--- src/hdl/ray_sphere_intersect_defines.svh ---
// Assertion macros for the ray/sphere intersection block.
// Included by files that carry concurrent checks; no other dependencies.
`ifndef RAY_SPHERE_INTERSECT_DEFINES_SVH
`define RAY_SPHERE_INTERSECT_DEFINES_SVH
`ifndef NO_ASSERTIONS
// Check gated off while reset is asserted
`define RSI_ASSERT(lbl, clk, rst_n, prop, msg) \
  lbl: assert property (@(posedge clk) disable iff (!rst_n) prop) else $error(msg);
// Check that also holds through reset
`define RSI_ASSERT_ALWAYS(lbl, clk, prop, msg) \
  lbl: assert property (@(posedge clk) prop) else $error(msg);
`else
`define RSI_ASSERT(lbl, clk, rst_n, prop, msg)
`define RSI_ASSERT_ALWAYS(lbl, clk, prop, msg)
`endif
`endif

--- src/hdl/rsi_pkg.sv ---
// Shared constants, types and helpers for the ray/sphere intersection block.
// No dependencies.
package rsi_pkg;

  localparam int unsigned FRAC_BITS_DEF = 16;

  // Configuration register indexes
  localparam int unsigned CFG_IDX_W = 8;
  localparam logic [CFG_IDX_W-1:0] REG_CENTER_X = CFG_IDX_W'(0);
  localparam logic [CFG_IDX_W-1:0] REG_CENTER_Y = CFG_IDX_W'(1);
  localparam logic [CFG_IDX_W-1:0] REG_CENTER_Z = CFG_IDX_W'(2);
  localparam logic [CFG_IDX_W-1:0] REG_RADIUS   = CFG_IDX_W'(3);

  // Square root: 31 root bits from a 62 bit radicand, one bit per stage
  localparam int unsigned ROOT_W = 31;
  localparam int unsigned RAD_W  = 2 * ROOT_W;
  localparam int unsigned REM_W  = ROOT_W + 2;

  // Divider: 64 bit numerator, 33 bit divisor, 31 quotient bits plus overflow
  localparam int unsigned DEN_W  = 33;
  localparam int unsigned QS     = 31;
  localparam int unsigned NUM_W  = DEN_W + QS;
  localparam int unsigned QUO_W  = QS + 1;

  typedef struct packed {
    logic                miss;
    logic [RAD_W-1:0]    disc;
    logic signed [31:0]  b;
    logic [NUM_W-1:0]    cmag;
    logic                cneg;
    logic [30:0]         min_t;
    logic [30:0]         max_t;
  } front_t;

  typedef struct packed {
    logic                miss;
    logic signed [31:0]  b;
    logic [NUM_W-1:0]    cmag;
    logic                cneg;
    logic [30:0]         min_t;
    logic [30:0]         max_t;
  } sq_side_t;

  typedef struct packed {
    logic                miss;
    logic                qzero;
    logic                qneg;
    logic                cneg;
    logic signed [31:0]  t1;
    logic [30:0]         min_t;
    logic [30:0]         max_t;
  } div_side_t;

  // Clamp to the 32 bit signed range
  function automatic logic signed [31:0] sat32(input logic signed [63:0] x);
    logic signed [31:0] r;
    if (x > 64'sd2147483647) begin
      r = 32'sh7fffffff;
    end else if (x < -64'sd2147483648) begin
      r = 32'sh80000000;
    end else begin
      r = x[31:0];
    end
    return r;
  endfunction

endpackage

--- src/hdl/rsi_sqrt.sv ---
// Pipelined integer square root, one root bit per register stage.
// Carries a side payload alongside; depends on rsi_pkg.
module rsi_sqrt #(
  parameter int unsigned SW = 1
) (
  input  logic                       clk_i,
  input  logic                       rst_ni,
  input  logic                       en_i,
  input  logic                       valid_i,
  input  logic [rsi_pkg::RAD_W-1:0]  rad_i,
  input  logic [SW-1:0]              side_i,
  output logic                       valid_o,
  output logic [rsi_pkg::ROOT_W-1:0] root_o,
  output logic [SW-1:0]              side_o
);
  import rsi_pkg::*;

  logic                v_q    [ROOT_W];
  logic [ROOT_W-1:0]   root_q [ROOT_W];
  logic [REM_W-1:0]    rem_q  [ROOT_W];
  logic [RAD_W-1:0]    rad_q  [ROOT_W];
  logic [SW-1:0]       side_q [ROOT_W];

  for (genvar k = 0; k < ROOT_W; k++) begin : g_step
    logic              v_p;
    logic [ROOT_W-1:0] root_p;
    logic [REM_W-1:0]  rem_p;
    logic [RAD_W-1:0]  rad_p;
    logic [SW-1:0]     side_p;
    logic [REM_W+1:0]  cur;
    logic [REM_W+1:0]  trial;
    logic              ge;

    if (k == 0) begin : g_first
      assign v_p    = valid_i;
      assign root_p = '0;
      assign rem_p  = '0;
      assign rad_p  = rad_i;
      assign side_p = side_i;
    end else begin : g_next
      assign v_p    = v_q[k-1];
      assign root_p = root_q[k-1];
      assign rem_p  = rem_q[k-1];
      assign rad_p  = rad_q[k-1];
      assign side_p = side_q[k-1];
    end

    // Bring down two radicand bits and try the next root bit
    assign cur   = {rem_p, rad_p[RAD_W-1 -: 2]};
    assign trial = {2'b00, root_p, 2'b01};
    assign ge    = cur >= trial;

    always_ff @(posedge clk_i or negedge rst_ni) begin
      if (!rst_ni) begin
        v_q[k] <= 1'b0;
      end else if (en_i) begin
        v_q[k] <= v_p;
      end
    end

    always_ff @(posedge clk_i) begin
      if (en_i) begin
        rem_q[k]  <= ge ? REM_W'(cur - trial) : REM_W'(cur);
        root_q[k] <= {root_p[ROOT_W-2:0], ge};
        rad_q[k]  <= rad_p << 2;
        side_q[k] <= side_p;
      end
    end
  end

  assign valid_o = v_q[ROOT_W-1];
  assign root_o  = root_q[ROOT_W-1];
  assign side_o  = side_q[ROOT_W-1];

endmodule

--- config.mk ---
export PLATFORM = sky130hd
export DESIGN_NAME = rsi_sqrt
export DESIGN_NICKNAME = d
export VERILOG_FILES = /design/src/hdl/ray_sphere_intersect_defines.svh /design/src/hdl/rsi_pkg.sv /design/src/hdl/rsi_sqrt.sv
export SDC_FILE = /design/constraint.sdc
export NUM_CORES = 2
export LEC_CHECK = 0
export BUFFER_PORTS_ARGS = -buffer_cell sky130_fd_sc_hd__buf_2
export CAP_MARGIN = 15
export CELL_PAD_IN_SITES_DETAIL_PLACEMENT = 0
export CELL_PAD_IN_SITES_GLOBAL_PLACEMENT = 1
export CORE_AREA = 2 2 479 481
export CTS_CLUSTER_SIZE = 10
export DETAILED_ROUTE_END_ITERATION = 10
export DIE_AREA = 0 0 481 483
export PLACE_DENSITY = 0.8
export SETUP_SLACK_MARGIN = 0.4
export SLEW_MARGIN = 20
export SYNTH_ARGS = -nofsm -noshare
export SYNTH_HDL_FRONTEND = slang
export SYNTH_SLANG_ARGS = --single-unit
--- constraint.sdc ---
create_clock -name clk_i -period 4.6 [get_ports clk_i]
set_input_delay 0.92 -clock clk_i [delete_from_list [all_inputs] [get_ports clk_i]]
set_output_delay 0.92 -clock clk_i [all_outputs]
set_load 0.05 [all_outputs]
==> results.toml <==
[outcome]
outcome = "finished clean"

[yosys]
synth.avg_cell_area_um2 = 12.9
synth_edf_count = 2399
netlist_area_um2 = 113000
netlist.area_leader.share_pct = 63.7
synth_common_cells = "edfxtp_1 (2399), nor2_1 (674), a21oi_1 (657), inv_1 (653), ha_1 (528)"
yosys.cell_count.top_type = "edfxtp_1"
ys_ff_latch = 2430
syn_inst = 8730
ys_top_cells_by_area = "edfxtp_1 (64%), ha_1 (5.8%), xnor2_1 (3.3%)"
async_flop_share_pct = 1.28
syn-num-nets = 9325
synth_area_leader_cell = "edfxtp_1"
ys_warn_count = 0
synth_cell_type_count = 92
synth-main-ff-cell = "edfxtp_1"
synth_seq_area_share_pct = 64.4

[worst_setup_path]
r2r_setup_slack_ns = 0.69
critical_path.max_stage_delay_ns = 0.45
worstPathMaxFanout = 38
r2r-start = "rem_q[2][137]"
path_cells = "ha_1 > and4_1 > o2111ai_1 > a31oi_1 > o2111ai_1 > a41oi_1 > a41o_1 > buf_4 > mux2_2"
crit_path_frequent_cell = "o2111ai_1"
worst_setup_path_start_kind = "flop"
required_ns = 5.26
rr_endpoint = "rem_q[2][173]"
crit_type = "flop to flop"
critPathSlowestCell = "a41oi_1"
rr_worst_depth = 9
worstSetupEndpointType = "flop"
cp.arrival_ns = 4.56

[sta]
rsz0062_at_grt = "no"
fmax_mhz = 256
worst_pin_slew_ns = 1.04
min_period_over_period_pct = 84.9
min_period_ns = 3.91
report.final.setup_viol = 0
setup_tns_ns = 0
layout_setup_ws_ns = 0.693
drv_slew = 0
max-slew-margin-rel_pct = 31.0
hold_viol = 0
finClkSkew_ns = 0.106

[layout]
drive_gt1_share_pct = 8.32
seqCellArea_um2 = 72800
fill_cells = 18500
multi_input_area_um2 = 37100
final_cells = 12200
layout.nets = 9668
syn2layout_area_growth_pct = 11.6

[drt]
ant_nets = 0
firstDrtPassIters = 7
vias = 67500
drtIter0Drc = 4999
wl_um = 233000
drt-wirelength-per-cell_um = 19.1
drc = 0
viasPerCell = 5.54

[power]
power_frac_clock_pct = 32.2
p_per_area_nw_per_um2 = 501
p_int_w = 0.0455
pwr-share-comb_pct = 20.5
switching_share_pct = 27.9
power.leakage_nw = 48.5
seqPwrFrac_pct = 47.3
irDropWorstVdd_mv = 0.427
switching_power_w = 0.0176

[grt]
grt-ovfl-total = 0
grt_pass1_vias = 66700
grt_pass1_wl_um = 368000
antenna_found_initial = 2
grtUsageTotal_pct = 19.8
grt_max_degree = 113

[clock_network]
clock_latency_ns = 0.94
cts_tree = "built"
clockBufferDepth = 4
cts_max_level = 5
cts_root_buffer = "clkbuf_16"
clk_pin_slew_ns = 0.05
cts.sinks = 2430
numCtsBuffers = 302

[floorplanning]
pin_count = 100
initial_core_util_pct = 49.8
core_area_um2 = 227000
die_width_um = 481
rows = 175
die_area_um2 = 232000
die_y_um = 483

[flow_run]
drv_cap = 0

[placed_design]
place_congestion = 0.897
io_buffers = 99
dp_slack_ns = 0.783
dpl.hpwl_um = 168000
place_inst = 11800

[min_path]
holdPathStages = 1
hp-class = "input port to flop"
holdPathEnd = "rad_q[0][14]"
min_from = "rad_i[14]"
cell families (layout without fill, tap and decap cells):
family,Yosys count,after routing,share of synthesized area (%)
DFF,2430,2430,64.4
and+or+nand+nor,2288,2288,9.97
AOI/OAI and AO/OA,1697,1697,9.27
buffers and inverters,838,1269,2.81
xor gates and xnor gates,786,786,6.10
adders and majority gates,528,528,5.84
muxes,162,162,1.60
other,1,4,0.00332
metrics by stage:
step	util (%)	area, um^2	total power [W]	hold WS (ns)
after floorplan	-	113000	0.0389	0.400
after global placement	52.0	118000	0.0430	0.400
after detailed placement	52.0	118000	0.0432	0.405
after CTS	55.6	126000	0.0638	0.0939
after global routing	55.6	126000	0.0664	0.119
final	55.6	126000	0.0632	0.158
per-layer routing:
layer | wire length (um) | up-vias | global-route usage [%]
li1 | - | 32900 | -
met3 | 9020 | 438 | 2.62
met1 | 101000 | 32700 | 25.9
met5 | 0 | - | 0
met4 | 7090 | 0 | 6.52
met2 | 116000 | 1489 | 34.1
critical path, delay by kind of cell (launching register included):
family	cells	cell delay, ns
AOI/OAI and AO/OA	5	1.74
buffers and inverters	1	0.43
DFF	1	0.39
muxes	1	0.39
adders and majority gates	1	0.38
and+or+nand+nor	1	0.28
sequential cells by signal, indices dropped and copies added, names as in the netlist:
register,cells
root_q,496
valid_o,1
rem_q,942
g_step.v_p,30
rad_q,930
side_q,31
area by class of cell:
cell class / count / area share [%]
Antenna cell: 3 / 0.00595
Clock buffer: 359 / 6.26
Clock inverter: 33 / 0.220
Inverter: 653 / 1.94
Multi-Input combinational cell: 5462 / 29.4
Sequential cell: 2430 / 57.7
Tap cell: 3009 / 2.98
Timing Repair Buffer: 224 / 1.51
worst max-delay path by stage:
stage,start,endpoint,cells past startpoint,slack [ns]
2_1_floorplan,rem_q[3][67],rem_q[3][131],11,1.35
4_1_cts,rem_q[2][232],rem_q[3][10],10,0.75
6_report,rem_q[2][137],rem_q[2][173],9,0.69
3_3_place_gp,rem_q[2][138],rem_q[2][173],9,0.85
3_5_place_dp,root_q[23][1],rem_q[3][13],11,0.78
5_1_grt,rem_q[2][138],rem_q[2][173],9,0.43
timing repair:
action	CTS	global route
setup endpoints to repair	0	2
hold buffers	1	0
buffers inserted	0	0
endpoints found under the hold margin	28	0
gates resized for setup	0	1
cells in the final DEF, fill, tap and decap left out, types with 53 or more instances in the layout:
cell type / Yosys / final
a21oi_1: 657 / 657
nor3_1: 235 / 235
nand2_1: 489 / 489
nand3_1: 131 / 131
xnor2_1: 430 / 430
and3_1: 53 / 53
nand4_1: 110 / 110
o21a_1: 108 / 108
a21o_1: 220 / 220
or3_1: 78 / 77
nor2b_1: 76 / 76
clkbuf_16: 0 / 308
nor2_1: 674 / 674
mux2_2: 147 / 147
buf_4: 0 / 88
inv_1: 653 / 653
nand2b_1: 107 / 107
ha_1: 528 / 528
buf_2: 21 / 98
a31oi_1: 55 / 54
edfxtp_1: 2399 / 2399
o21ai_0: 320 / 320
nor4_1: 113 / 113
xor2_1: 355 / 355
power groups by stage:
stage / combinational (W) / clock [W] / sequential [W]
global placement: 0.0127 / 0 / 0.0303
detailed placement: 0.0128 / 0 / 0.0304
floorplan: 0.00947 / 0 / 0.0294
CTS: 0.0129 / 0.0209 / 0.0299
global route: 0.0144 / 0.0218 / 0.0302
finish: 0.0129 / 0.0203 / 0.0299
Note: power is estimated with default switching activity, not from simulation.
